===== src/rtl/vsa_pkg.sv =====
// Shared types and constants for the validated sample averager.
// No dependencies; imported by every module of the block.
package vsa_pkg;

  localparam int SampleW  = 18;
  localparam int SumW     = 22;
  localparam int AttW     = 4;
  localparam int LimitW   = 18;
  localparam int PaddrW   = 4;
  localparam int PdataW   = 32;

  localparam int VSA_SAMPLES_DEF = 4;

  // register indexes, taken from paddr[3:2]
  localparam logic [1:0] REG_SPREAD_LIMIT   = 2'd0;
  localparam logic [1:0] REG_MAX_ATTEMPTS   = 2'd1;
  localparam logic [1:0] REG_FALLBACK_VALUE = 2'd2;

  localparam logic [LimitW-1:0]         SPREAD_LIMIT_RST   = LimitW'(5000);
  localparam logic [AttW-1:0]           MAX_ATTEMPTS_RST   = AttW'(3);
  localparam logic signed [SampleW-1:0] FALLBACK_VALUE_RST = SampleW'(25000);

  localparam logic signed [SampleW-1:0] SAMPLE_MAX = {1'b0, {(SampleW-1){1'b1}}};
  localparam logic signed [SampleW-1:0] SAMPLE_MIN = {1'b1, {(SampleW-1){1'b0}}};

  typedef struct packed {
    logic [LimitW-1:0]         spread_limit;
    logic [AttW-1:0]           max_attempts;
    logic signed [SampleW-1:0] fallback_value;
  } vsa_cfg_t;

  // one finished measurement, before the average is worked out
  typedef struct packed {
    logic                      is_avg;
    logic signed [SumW-1:0]    sum;
    logic signed [SampleW-1:0] fallback;
    logic [AttW-1:0]           used;
  } vsa_rec_t;

endpackage


===== src/rtl/vsa_apb.sv =====
// APB-style configuration registers of the sample averager.
// Depends on vsa_pkg.
module vsa_apb import vsa_pkg::*; (
  input  logic              clk_i,
  input  logic              rst_ni,
  input  logic              psel,
  input  logic              penable,
  input  logic              pwrite,
  input  logic [PaddrW-1:0] paddr,
  input  logic [PdataW-1:0] pwdata,
  output logic [PdataW-1:0] prdata,
  output logic              pready,
  output vsa_cfg_t          cfg_o
);

  vsa_cfg_t   cfg_q;
  logic       wr_en;
  logic [1:0] reg_idx;

  assign pready  = 1'b1;
  assign wr_en   = psel & penable & pwrite & pready;
  assign reg_idx = paddr[3:2];

  always_ff @(posedge clk_i or negedge rst_ni) begin
    if (!rst_ni) begin
      cfg_q.spread_limit   <= SPREAD_LIMIT_RST;
      cfg_q.max_attempts   <= MAX_ATTEMPTS_RST;
      cfg_q.fallback_value <= FALLBACK_VALUE_RST;
    end else if (wr_en) begin
      unique case (reg_idx)
        REG_SPREAD_LIMIT:   cfg_q.spread_limit   <= pwdata[LimitW-1:0];
        REG_MAX_ATTEMPTS:   cfg_q.max_attempts   <= pwdata[AttW-1:0];
        REG_FALLBACK_VALUE: cfg_q.fallback_value <= pwdata[SampleW-1:0];
        default: ;
      endcase
    end
  end

  always_comb begin
    unique case (reg_idx)
      REG_SPREAD_LIMIT:   prdata = PdataW'(cfg_q.spread_limit);
      REG_MAX_ATTEMPTS:   prdata = PdataW'(cfg_q.max_attempts);
      REG_FALLBACK_VALUE: prdata = PdataW'(signed'(cfg_q.fallback_value));
      default:            prdata = '0;
    endcase
  end

  assign cfg_o = cfg_q;

endmodule


===== src/rtl/vsa_stats.sv =====
// Input register, round statistics (min, max, sum, counters) and the
// per-item decision; emits a record register. Depends on vsa_pkg.
module vsa_stats import vsa_pkg::*; #(
  parameter int SAMPLES = VSA_SAMPLES_DEF
) (
  input  logic                      clk_i,
  input  logic                      rst_ni,
  input  logic                      in_valid_i,
  output logic                      in_stall_o,
  input  logic signed [SampleW-1:0] sample_i,
  input  logic                      read_ok_i,
  input  vsa_cfg_t                  cfg_i,
  output logic                      rec_valid_o,
  output vsa_rec_t                  rec_o,
  input  logic                      rec_stall_i
);

  localparam int IdxW = $clog2(SAMPLES);
  localparam logic [IdxW-1:0] LastIdx = IdxW'(SAMPLES - 1);

  // input register
  logic                      in_valid_q;
  logic signed [SampleW-1:0] sample_q;
  logic                      read_ok_q;

  // round state
  logic [IdxW-1:0]           idx_q, idx_d;
  logic [AttW-1:0]           att_q, att_d;
  logic signed [SampleW-1:0] min_q, min_d, max_q, max_d;
  logic signed [SumW-1:0]    sum_q, sum_d;

  // record register
  logic     rec_valid_q;
  vsa_rec_t rec_q, rec_d;

  logic rec_ready, consume, accept, has_res;

  logic signed [SampleW-1:0] new_min, new_max;
  logic signed [SumW-1:0]    new_sum;
  logic [SampleW:0]          spread;
  logic                      spread_bad;
  logic [AttW-1:0]           limit_eff, used;
  logic                      reject, clear;

  assign rec_ready  = !rec_valid_q || !rec_stall_i;
  assign consume    = in_valid_q && rec_ready;
  assign in_stall_o = in_valid_q && !rec_ready;
  assign accept     = in_valid_i && !in_stall_o;

  assign new_min    = (sample_q < min_q) ? sample_q : min_q;
  assign new_max    = (sample_q > max_q) ? sample_q : max_q;
  assign new_sum    = sum_q + SumW'(sample_q);
  // min <= max once a sample is in, so the spread is never negative
  assign spread     = {new_max[SampleW-1], new_max} - {new_min[SampleW-1], new_min};
  assign spread_bad = spread > {1'b0, cfg_i.spread_limit};
  assign limit_eff  = (cfg_i.max_attempts == '0) ? AttW'(1) : cfg_i.max_attempts;
  assign used       = att_q + AttW'(1);

  always_comb begin
    idx_d   = idx_q;
    att_d   = att_q;
    min_d   = min_q;
    max_d   = max_q;
    sum_d   = sum_q;
    reject  = 1'b0;
    clear   = 1'b0;
    has_res = 1'b0;
    rec_d.is_avg   = 1'b0;
    rec_d.sum      = new_sum;
    rec_d.fallback = cfg_i.fallback_value;
    rec_d.used     = used;

    if (!read_ok_q) begin
      reject = 1'b1;
    end else if (idx_q == LastIdx) begin
      if (spread_bad) begin
        reject = 1'b1;
      end else begin
        has_res      = 1'b1;
        rec_d.is_avg = 1'b1;
        att_d        = '0;
        clear        = 1'b1;
      end
    end else begin
      idx_d = idx_q + IdxW'(1);
      min_d = new_min;
      max_d = new_max;
      sum_d = new_sum;
    end

    if (reject) begin
      clear = 1'b1;
      if (used >= limit_eff) begin
        has_res = 1'b1;
        att_d   = '0;
      end else begin
        att_d = used;
      end
    end

    if (clear) begin
      idx_d = '0;
      min_d = SAMPLE_MAX;
      max_d = SAMPLE_MIN;
      sum_d = '0;
    end
  end

  always_ff @(posedge clk_i or negedge rst_ni) begin
    if (!rst_ni) begin
      in_valid_q  <= 1'b0;
      rec_valid_q <= 1'b0;
      idx_q       <= '0;
      att_q       <= '0;
      min_q       <= SAMPLE_MAX;
      max_q       <= SAMPLE_MIN;
      sum_q       <= '0;
    end else begin
      if (accept) begin
        in_valid_q <= 1'b1;
      end else if (consume) begin
        in_valid_q <= 1'b0;
      end
      if (consume) begin
        rec_valid_q <= has_res;
        idx_q       <= idx_d;
        att_q       <= att_d;
        min_q       <= min_d;
        max_q       <= max_d;
        sum_q       <= sum_d;
      end else if (rec_ready) begin
        rec_valid_q <= 1'b0;
      end
    end
  end

  always_ff @(posedge clk_i) begin
    if (accept) begin
      sample_q  <= sample_i;
      read_ok_q <= read_ok_i;
    end
    if (consume && has_res) begin
      rec_q <= rec_d;
    end
  end

  assign rec_valid_o = rec_valid_q;
  assign rec_o       = rec_q;

endmodule


===== src/rtl/vsa_div.sv =====
// Round average by reciprocal multiply (truncated toward zero) plus the
// output register. Depends on vsa_pkg.
module vsa_div import vsa_pkg::*; #(
  parameter int SAMPLES = VSA_SAMPLES_DEF
) (
  input  logic                      clk_i,
  input  logic                      rst_ni,
  input  logic                      rec_valid_i,
  input  vsa_rec_t                  rec_i,
  output logic                      rec_stall_o,
  output logic                      out_valid_o,
  input  logic                      out_stall_i,
  output logic signed [SampleW-1:0] result_temp_o,
  output logic                      result_valid_o,
  output logic [AttW-1:0]           attempts_used_o
);

  // |sum| <= 2^21 < 2^SumW; with the shift below the product is exact
  // for every magnitude, power-of-two SAMPLES included.
  localparam int Shift   = SumW + $clog2(SAMPLES);
  localparam int RecipW  = Shift;
  localparam logic [RecipW-1:0] Recip = RecipW'(((1 << Shift) + SAMPLES - 1) / SAMPLES);
  localparam int QuotW   = SumW - 1;
  localparam int ProdW   = SumW + RecipW;

  // stage 2: quotient magnitude
  logic                      v2_q;
  logic                      is_avg_q, neg_q;
  logic [QuotW-1:0]          quot_q;
  logic signed [SampleW-1:0] fb_q;
  logic [AttW-1:0]           used_q;

  // output register
  logic                      out_valid_q;
  logic signed [SampleW-1:0] temp_q;
  logic                      tvalid_q;
  logic [AttW-1:0]           att_q;

  logic              out_ready, s2_ready, load2, load_out, neg;
  logic [SumW-1:0]   mag;
  logic [ProdW-1:0]  prod;
  logic [QuotW-1:0]  quot;
  logic [SampleW-1:0] avg;

  assign out_ready   = !out_valid_q || !out_stall_i;
  assign s2_ready    = !v2_q || out_ready;
  assign rec_stall_o = !s2_ready;
  assign load2       = rec_valid_i && s2_ready;
  assign load_out    = v2_q && out_ready;

  assign neg  = rec_i.sum[SumW-1];
  assign mag  = neg ? SumW'(-rec_i.sum) : SumW'(rec_i.sum);
  assign prod = ProdW'(mag) * ProdW'(Recip);
  assign quot = prod[Shift +: QuotW];

  // the average always fits the sample range
  assign avg = neg_q ? SampleW'(-quot_q) : SampleW'(quot_q);

  always_ff @(posedge clk_i or negedge rst_ni) begin
    if (!rst_ni) begin
      v2_q        <= 1'b0;
      out_valid_q <= 1'b0;
    end else begin
      if (load2) begin
        v2_q <= 1'b1;
      end else if (out_ready) begin
        v2_q <= 1'b0;
      end
      if (load_out) begin
        out_valid_q <= 1'b1;
      end else if (!out_stall_i) begin
        out_valid_q <= 1'b0;
      end
    end
  end

  always_ff @(posedge clk_i) begin
    if (load2) begin
      is_avg_q <= rec_i.is_avg;
      neg_q    <= neg;
      quot_q   <= quot;
      fb_q     <= rec_i.fallback;
      used_q   <= rec_i.used;
    end
    if (load_out) begin
      temp_q   <= is_avg_q ? avg : fb_q;
      tvalid_q <= is_avg_q;
      att_q    <= used_q;
    end
  end

  assign out_valid_o     = out_valid_q;
  assign result_temp_o   = temp_q;
  assign result_valid_o  = tvalid_q;
  assign attempts_used_o = att_q;

endmodule


===== src/rtl/validated_sample_averager.sv =====
// Validated sample averager: top level.
// Depends on vsa_pkg, vsa_apb, vsa_stats and vsa_div.
//
// Usage:
//  - Input channel: one beat carries one reading (sample_i, millidegrees,
//    two's complement) and read_ok_i. A beat is taken when in_valid_i is
//    high and in_stall_o is low.
//  - Every SAMPLES good readings close a round. A failed read or a round
//    whose max - min exceeds spread_limit burns one attempt; after
//    max_attempts rejected rounds the fallback value goes out with
//    result_valid_o low. An accepted round gives sum / SAMPLES, rounded
//    toward zero, with result_valid_o high.
//  - Output channel: at most one beat per input beat, taken when
//    out_valid_o is high and out_stall_i is low.
//  - Path: a result reaches out_valid_o through the input register, the
//    stats/decision register, the quotient register and the output
//    register.
//  - Throughput: one beat per cycle while out_stall_i is low; round state
//    gets one compare/add per beat, the average one constant multiply.
//  - Receiver stall: the pipeline registers fill up behind the stalled
//    output and in_stall_o rises only once the input register is blocked.
//  - Reset (rst_ni low, async): pipeline empty, round cleared, config back
//    to 5000 / 3 / 25000. No clearing pass; beats may follow at once.
//  - Config: APB, registers at 0x0, 0x4, 0x8; write only while idle.
module validated_sample_averager import vsa_pkg::*; #(
  parameter int SAMPLES = VSA_SAMPLES_DEF
) (
  input  logic                      clk_i,
  input  logic                      rst_ni,
  // input channel
  input  logic                      in_valid_i,
  output logic                      in_stall_o,
  input  logic signed [SampleW-1:0] sample_i,
  input  logic                      read_ok_i,
  // output channel
  output logic                      out_valid_o,
  input  logic                      out_stall_i,
  output logic signed [SampleW-1:0] result_temp_o,
  output logic                      result_valid_o,
  output logic [AttW-1:0]           attempts_used_o,
  // configuration
  input  logic                      psel,
  input  logic                      penable,
  input  logic                      pwrite,
  input  logic [PaddrW-1:0]         paddr,
  input  logic [PdataW-1:0]         pwdata,
  output logic [PdataW-1:0]         prdata,
  output logic                      pready
);

  vsa_cfg_t cfg;
  vsa_rec_t rec;
  logic     rec_valid;
  logic     rec_stall;

  vsa_apb u_apb (
    .clk_i   (clk_i),
    .rst_ni  (rst_ni),
    .psel    (psel),
    .penable (penable),
    .pwrite  (pwrite),
    .paddr   (paddr),
    .pwdata  (pwdata),
    .prdata  (prdata),
    .pready  (pready),
    .cfg_o   (cfg)
  );

  // round bookkeeping and per-beat decision
  vsa_stats #(.SAMPLES(SAMPLES)) u_stats (
    .clk_i       (clk_i),
    .rst_ni      (rst_ni),
    .in_valid_i  (in_valid_i),
    .in_stall_o  (in_stall_o),
    .sample_i    (sample_i),
    .read_ok_i   (read_ok_i),
    .cfg_i       (cfg),
    .rec_valid_o (rec_valid),
    .rec_o       (rec),
    .rec_stall_i (rec_stall)
  );

  // average and output register
  vsa_div #(.SAMPLES(SAMPLES)) u_div (
    .clk_i           (clk_i),
    .rst_ni          (rst_ni),
    .rec_valid_i     (rec_valid),
    .rec_i           (rec),
    .rec_stall_o     (rec_stall),
    .out_valid_o     (out_valid_o),
    .out_stall_i     (out_stall_i),
    .result_temp_o   (result_temp_o),
    .result_valid_o  (result_valid_o),
    .attempts_used_o (attempts_used_o)
  );

endmodule


===== config.mk =====
export PLATFORM = sky130hd
export DESIGN_NAME = validated_sample_averager
export DESIGN_NICKNAME = d
export VERILOG_FILES = /design/src/rtl/vsa_pkg.sv /design/src/rtl/vsa_apb.sv /design/src/rtl/vsa_stats.sv /design/src/rtl/vsa_div.sv /design/src/rtl/validated_sample_averager.sv
export SDC_FILE = /design/constraint.sdc
export NUM_CORES = 1
export LEC_CHECK = 0
export BUFFER_PORTS_ARGS = -buffer_cell sky130_fd_sc_hd__buf_4
export CORE_UTILIZATION = 60
export DETAILED_ROUTE_END_ITERATION = 7
export PLACE_DENSITY = 0.9
export RECOVER_POWER = 25
export SLEW_MARGIN = 0
export SYNTH_ARGS = -nofsm -noshare
export SYNTH_HDL_FRONTEND = slang
export SYNTH_SLANG_ARGS = --single-unit

===== constraint.sdc =====
create_clock -name clk_i -period 9.75 [get_ports clk_i]
set_input_delay 0.4875 -clock clk_i [delete_from_list [all_inputs] [get_ports clk_i]]
set_output_delay 0.4875 -clock clk_i [all_outputs]
set_load 0.03 [all_outputs]

==> flow_summary.json, run 1 <==
{
  "fin_worst_skew_ps": 16.5,
  "fmax_mhz": 116,
  "power_density_nw_per_um2": 337,
  "finalSetupViolCount": 0,
  "clock_sinks": 236,
  "drt-initial-drc-count": 734,
  "dp_hpwl_mm": 21.6,
  "period_needed_ps": 8660,
  "hold_viol": 0,
  "setup_tns_ps": 0,
  "path_clk_slew_ps": 60,
  "cts_tree": "done",
  "vdd_ir_drop_max_mv": 0.284,
  "fill_cells": 1411,
  "ys_ff_latch": 236,
  "antenna_found_initial": 0,
  "die_x_microns": 149,
  "initial_core_util": 0.617,
  "place_ws_ps": 1300,
  "fin_nets": 1446,
  "crit_family": "compound AO/OA/AOI/OAI gates",
  "cp.required_ps": 9960,
  "ant_nets": 0,
  "p_leak_nw": 6.40,
  "hp-start": "sample_i[7]",
  "vias": 9818,
  "startpoint_type": "flop",
  "cts_buffer_depth": 3,
  "die-area_sq_um": 22300,
  "area_growth_pct": 13.9,
  "synthCells": 1199,
  "yosys_warnings": 0,
  "die_h_microns": 149,
  "dr.pass1.iters": 6,
  "synth_cell_type_count": 87,
  "io_pins": 120,
  "r2r-start": "u_stats.sample_q[3]$_DFFE_PP_",
  "cts_resized": 0,
  "place_area_sq_um": 14000,
  "worstPathMaxFanout": 23,
  "cp.arrival_ps": 8860,
  "max_stage_delay_ps": 700,
  "seq_area_frac_synth": 0.505,
  "synthTopCellsByArea": "edfxtp_1 29%, dfrtp_1 15%, ha_1 9.4%",
  "worstSetupPathType": "flop to flop",
  "globalRouteOverflowTotal": 0,
  "clockRootBuffer": "clkbuf_16",
  "n_antenna_cell": 0,
  "final_area_sq_um": 14900,
  "finalCritPeriodShare": 0.888,
  "hold_buffers": 1,
  "grt_pass1_wl_mm": 49.7,
  "vias_per_cell": 6.22,
  "cts_buffers": 25,
  "reg2reg_slack_ps": 1090,
  "gp_congestion": 0.936,
  "hold_ws_ps": 152,
  "core_area_sq_um": 21200,
  "async_flop_share": 0.458,
  "avgRoutedWirePerCell_microns": 19.7,
  "synth_top_cell_area_share": 0.295,
  "rsz0062_at_grt": "false",
  "crit_slowest_cell": "edfxtp_1",
  "grt_max_degree": 61,
  "cp-startpoint": "u_stats.sample_q[3]$_DFFE_PP_",
  "synth-edff-count": 128,
  "max-slew-margin-rel": -0.799,
  "wirelength_mm": 31.0,
  "drive_gt1_frac": 0.180,
  "synthFlopType": "edfxtp_1",
  "cp.buffers_inverters": 2,
  "avgSynthCellArea_sq_um": 10.9,
  "status": "finished with violations",
  "critPathCaptureType": "flop",
  "timing.final.ws_setup_ps": 1090,
  "post_cts_buffers": 0,
  "syn-num-nets": 1361,
  "utilization": 0.702,
  "synth.cell_area_sq_um": 13000,
  "cts_max_level": 1,
  "report.final.slew_viol_count": 50,
  "worstSkewPairLatency_ps": 540,
  "worst_pin_slew_ps": 2700,
  "hp-class": "input pin to flop",
  "violations": "capacitance limit, slew limit",
  "drc_errors": 0,
  "portBuffers": 102,
  "grt_pass1_vias": 9778,
  "rows": 53,
  "synth_top_area_cell": "edfxtp_1",
  "grtUsageTotal": 0.287,
  "drv_cap": 1
}
## worst paths after layout
kind	endpoint	depth (start not counted)
min reg2reg	u_div.fb_q[11]$_DFFE_PP_	0
max in group asynchronous	u_stats.max_q[8]$_DFFE_PN0P_	3
min	u_stats.sample_q[7]$_DFFE_PP_	1
max reg2reg	u_stats.rec_o[20]$_DFFE_PP_	29
min in group asynchronous	u_stats.rec_valid_o$_DFFE_PN0P_	2
max	u_stats.rec_o[20]$_DFFE_PP_	29
## synthesized netlist by cell type, types with 10 or more instances
cell,n
a21o_1,22
a21oi_1,74
a22o_1,17
a22oi_1,16
buf_4,14
clkbuf_1,29
dfrtp_1,77
dfstp_2,31
edfxtp_1,128
ha_1,98
inv_1,87
mux2_2,24
mux2i_1,19
nand2_1,101
nand3_1,19
nor2_1,87
nor2b_1,10
nor3_1,15
o21a_1,12
o21ai_0,86
o31ai_1,10
xnor2_1,47
xor2_1,26
## registers in the layout, indices dropped and copies added, names as in the netlist, 2 cells and up
| register | flops |
|---|---|
| u_stats.sum_q | 22 |
| u_div.quot_q | 18 |
| u_stats.idx_q | 2 |
| u_stats.max_q | 18 |
| u_div.fb_q | 18 |
| u_stats.rec_o | 44 |
| u_div.attempts_used_o | 4 |
| u_apb.cfg_o | 40 |
| u_div.used_q | 4 |
| u_div.result_temp_o | 18 |
| u_stats.sample_q | 18 |
| u_stats.att_q | 4 |
| u_stats.min_q | 18 |
## cell families after synthesis
kind of cell	Yosys count	share of synthesized area
AO/OA/AOI/OAI	316	0.164
XOR/XNOR	73	0.0490
adder cells (fa/ha/maj)	100	0.0971
buffers and inverters	140	0.0451
flip-flops	236	0.505
multiplexers	43	0.0353
other	1	0.000287
AND/OR/NAND/NOR	290	0.105
## area by class of cell
cell class	instances	area, sq um	share of cell area
multi-input combinational	823	5910	0.398
sequential	236	6590	0.443
timing repair buffer	111	825	0.0555
clock buffer	30	686	0.0462
inverter	87	327	0.0220
tap	275	344	0.0232
clock inverter	16	179	0.0120
## power by group
group | internal, mW | switching [mW]
clock | 0.586 | 0.402
combinational | 0.972 | 1.44
sequential | 1.42 | 0.190
## per-layer routing
metal,up-vias,wire length [microns],global-route usage
met5,-,0,0
met4,0,1370,0.138
met3,92,1820,0.0345
met2,427,15600,0.493
met1,4800,12300,0.361
li1,4499,-,-
## layout by cell type, fill, tap and decap left out, types with 15 or more instances in the layout
| master | n |
|---|---|
| a21o_1 | 22 |
| xor2_1 | 26 |
| a21oi_1 | 73 |
| nand2_1 | 101 |
| buf_4 | 88 |
| a22oi_1 | 16 |
| nor3_1 | 15 |
| ha_1 | 98 |
| mux2_2 | 24 |
| o21ai_0 | 86 |
| mux2i_1 | 19 |
| dfrtp_1 | 77 |
| dfstp_2 | 25 |
| edfxtp_1 | 128 |
| inv_1 | 87 |
| clkbuf_16 | 26 |
| nor2_1 | 86 |
| a22o_1 | 17 |
| xnor2_1 | 47 |
| nand3_1 | 19 |
| clkbuf_4 | 19 |
## metrics by stage
| stage | total power [mW] | instances |
|---|---|---|
| after detailed placement | 3.96 | 1531 |
| after CTS | 4.98 | 1578 |
| after floorplan | 3.35 | 1199 |
| after global placement | 3.84 | 1531 |
| final | 5.01 | 1578 |
| after global routing | 5.31 | 1578 |
Power figures use the tool's default switching activity.
==> inputs of run 2 (changes only) <==
- MAX_ROUTING_LAYER: unset -> met4
- PLACE_DENSITY: 0.9 -> 0.85
==> flow_summary.json, run 2 (synthesis results as in run 1) <==
{
  "worstSkewPairLatency_ps": 550,
  "core_area_sq_um": 21200,
  "period_needed_ps": 8350,
  "antenna_found_initial": 0,
  "vias": 9605,
  "io_pins": 120,
  "p_leak_nw": 6.40,
  "utilization": 0.703,
  "die_h_microns": 149,
  "finalCritPeriodShare": 0.856,
  "max_stage_delay_ps": 670,
  "cp.required_ps": 9970,
  "post_cts_buffers": 0,
  "fin_nets": 1447,
  "report.final.slew_viol_count": 42,
  "wirelength_mm": 30.0,
  "setup_tns_ps": 0,
  "n_antenna_cell": 0,
  "die_x_microns": 149,
  "vdd_ir_drop_max_mv": 0.235,
  "fin_worst_skew_ps": 18.4,
  "initial_core_util": 0.617,
  "cts_buffer_depth": 3,
  "drv_cap": 1,
  "cts_buffers": 25,
  "drive_gt1_frac": 0.183,
  "gp_congestion": 0.921,
  "final_cell_mix": "128 x edfxtp_1, 101 x nand2_1, 98 x ha_1, 89 x buf_4, 87 x inv_1",
  "rows": 53,
  "worstSetupPathType": "flop to flop",
  "fmax_mhz": 120,
  "grtUsageTotal": 0.286,
  "grt_max_degree": 69,
  "reg2reg_slack_ps": 1400,
  "hp-class": "input pin to flop",
  "hold_viol": 0,
  "path_clk_slew_ps": 60,
  "cp.buffers_inverters": 2,
  "drt-initial-drc-count": 756,
  "drc_errors": 0,
  "cp.arrival_ps": 8570,
  "grt_pass1_vias": 9611,
  "globalRouteOverflowTotal": 0,
  "cts_tree": "done",
  "startpoint_type": "flop",
  "grt_pass1_wl_mm": 48.1,
  "portBuffers": 102,
  "clockRootBuffer": "clkbuf_16",
  "clock_sinks": 236,
  "finalSetupViolCount": 0,
  "vias_per_cell": 6.08,
  "critPathCaptureType": "flop",
  "die-area_sq_um": 22300,
  "worst_pin_slew_ps": 2290,
  "largest_reg_flops": 44,
  "violations": "capacitance limit, slew limit",
  "rsz0062_at_grt": "false",
  "ant_nets": 0,
  "crit_family": "compound AO/OA/AOI/OAI gates",
  "dp_hpwl_mm": 21.4,
  "cts_max_level": 1,
  "avgRoutedWirePerCell_microns": 19.0,
  "dr.pass1.iters": 5,
  "worstPathMaxFanout": 18,
  "status": "finished with violations",
  "power_density_nw_per_um2": 335,
  "max-slew-margin-rel": -0.527,
  "crit_slowest_cell": "edfxtp_1",
  "final_common_cell": "edfxtp_1",
  "area_growth_pct": 14.0
}
run 2: changes by cell type in the layout (fill, tap and decap cells not counted), sizes merged:
cell,before,now
clkinv,9,6
clkinvlp,1,4
buf,88,89
bufinv,3,2
clkbuf,52,53
run 2: worst reg2reg max path, delay by kind of cell, from the launching register on:
family	cells	cell delay, ps
compound gates	16	3880
flops	1	670
xor+xnor	1	280
fa+ha+maj	4	1320
simple gates	6	1410
buf+inv	2	440
run 2: final timing paths:
check,endpoint,cells after the start,from
hold / removal,u_stats.sample_q[4]$_DFFE_PP_,1,sample_i[4]
min in group asynchronous,u_stats.sum_q[19]$_DFFE_PN0P_,2,rst_ni
setup / recovery,u_stats.rec_o[35]$_DFFE_PP_,29,u_stats.sample_q[3]$_DFFE_PP_
max in group asynchronous,u_apb.cfg_o[2]$_DFFE_PN0P_,3,rst_ni
hold reg to reg,u_div.used_q[2]$_DFFE_PP_,0,u_stats.rec_o[2]$_DFFE_PP_
setup reg to reg,u_stats.rec_o[35]$_DFFE_PP_,29,u_stats.sample_q[3]$_DFFE_PP_
run 2: routing by layer:
metal | global-route usage | wire length (microns) | vias up
met5 | - | 0 | -
met4 | 0.117 | 1100 | 0
met3 | 0.0308 | 1520 | 80
met2 | 0.481 | 15000 | 322
met1 | 0.352 | 12400 | 4686
li1 | - | - | 4517
run 2: power breakdown:
group,switching (mW),internal [mW]
clock network,0.407,0.585
logic,1.41,0.973
registers,0.187,1.42
run 2: per-stage QoR:
step,power [mW],std cells,cell area [sq um],setup slack (ps),hold slack [ps]
2_1_floorplan,3.35,1199,13000,1140,192
3_3_place_gp,3.85,1532,14000,1880,403
3_5_place_dp,3.95,1532,14000,1670,405
4_1_cts,4.97,1579,14900,1560,104
5_1_grt,5.29,1579,14900,1130,128
6_report,4.98,1579,14900,1400,138
run 2: what timing repair did:
item,CTS,global route
endpoints found under the hold margin,22,0
hold buffers,1,0
resized for setup,0,0
setup endpoints to repair,0,0
run 2: cell type report:
type / instances / area [sq um]
Clock buffer: 31 / 721
Clock inverter: 15 / 158
Fill cell: 1451 / 6280
Inverter: 87 / 327
Multi-Input combinational cell: 823 / 5910
Sequential cell: 236 / 6590
Tap cell: 275 / 344
Timing Repair Buffer: 112 / 832
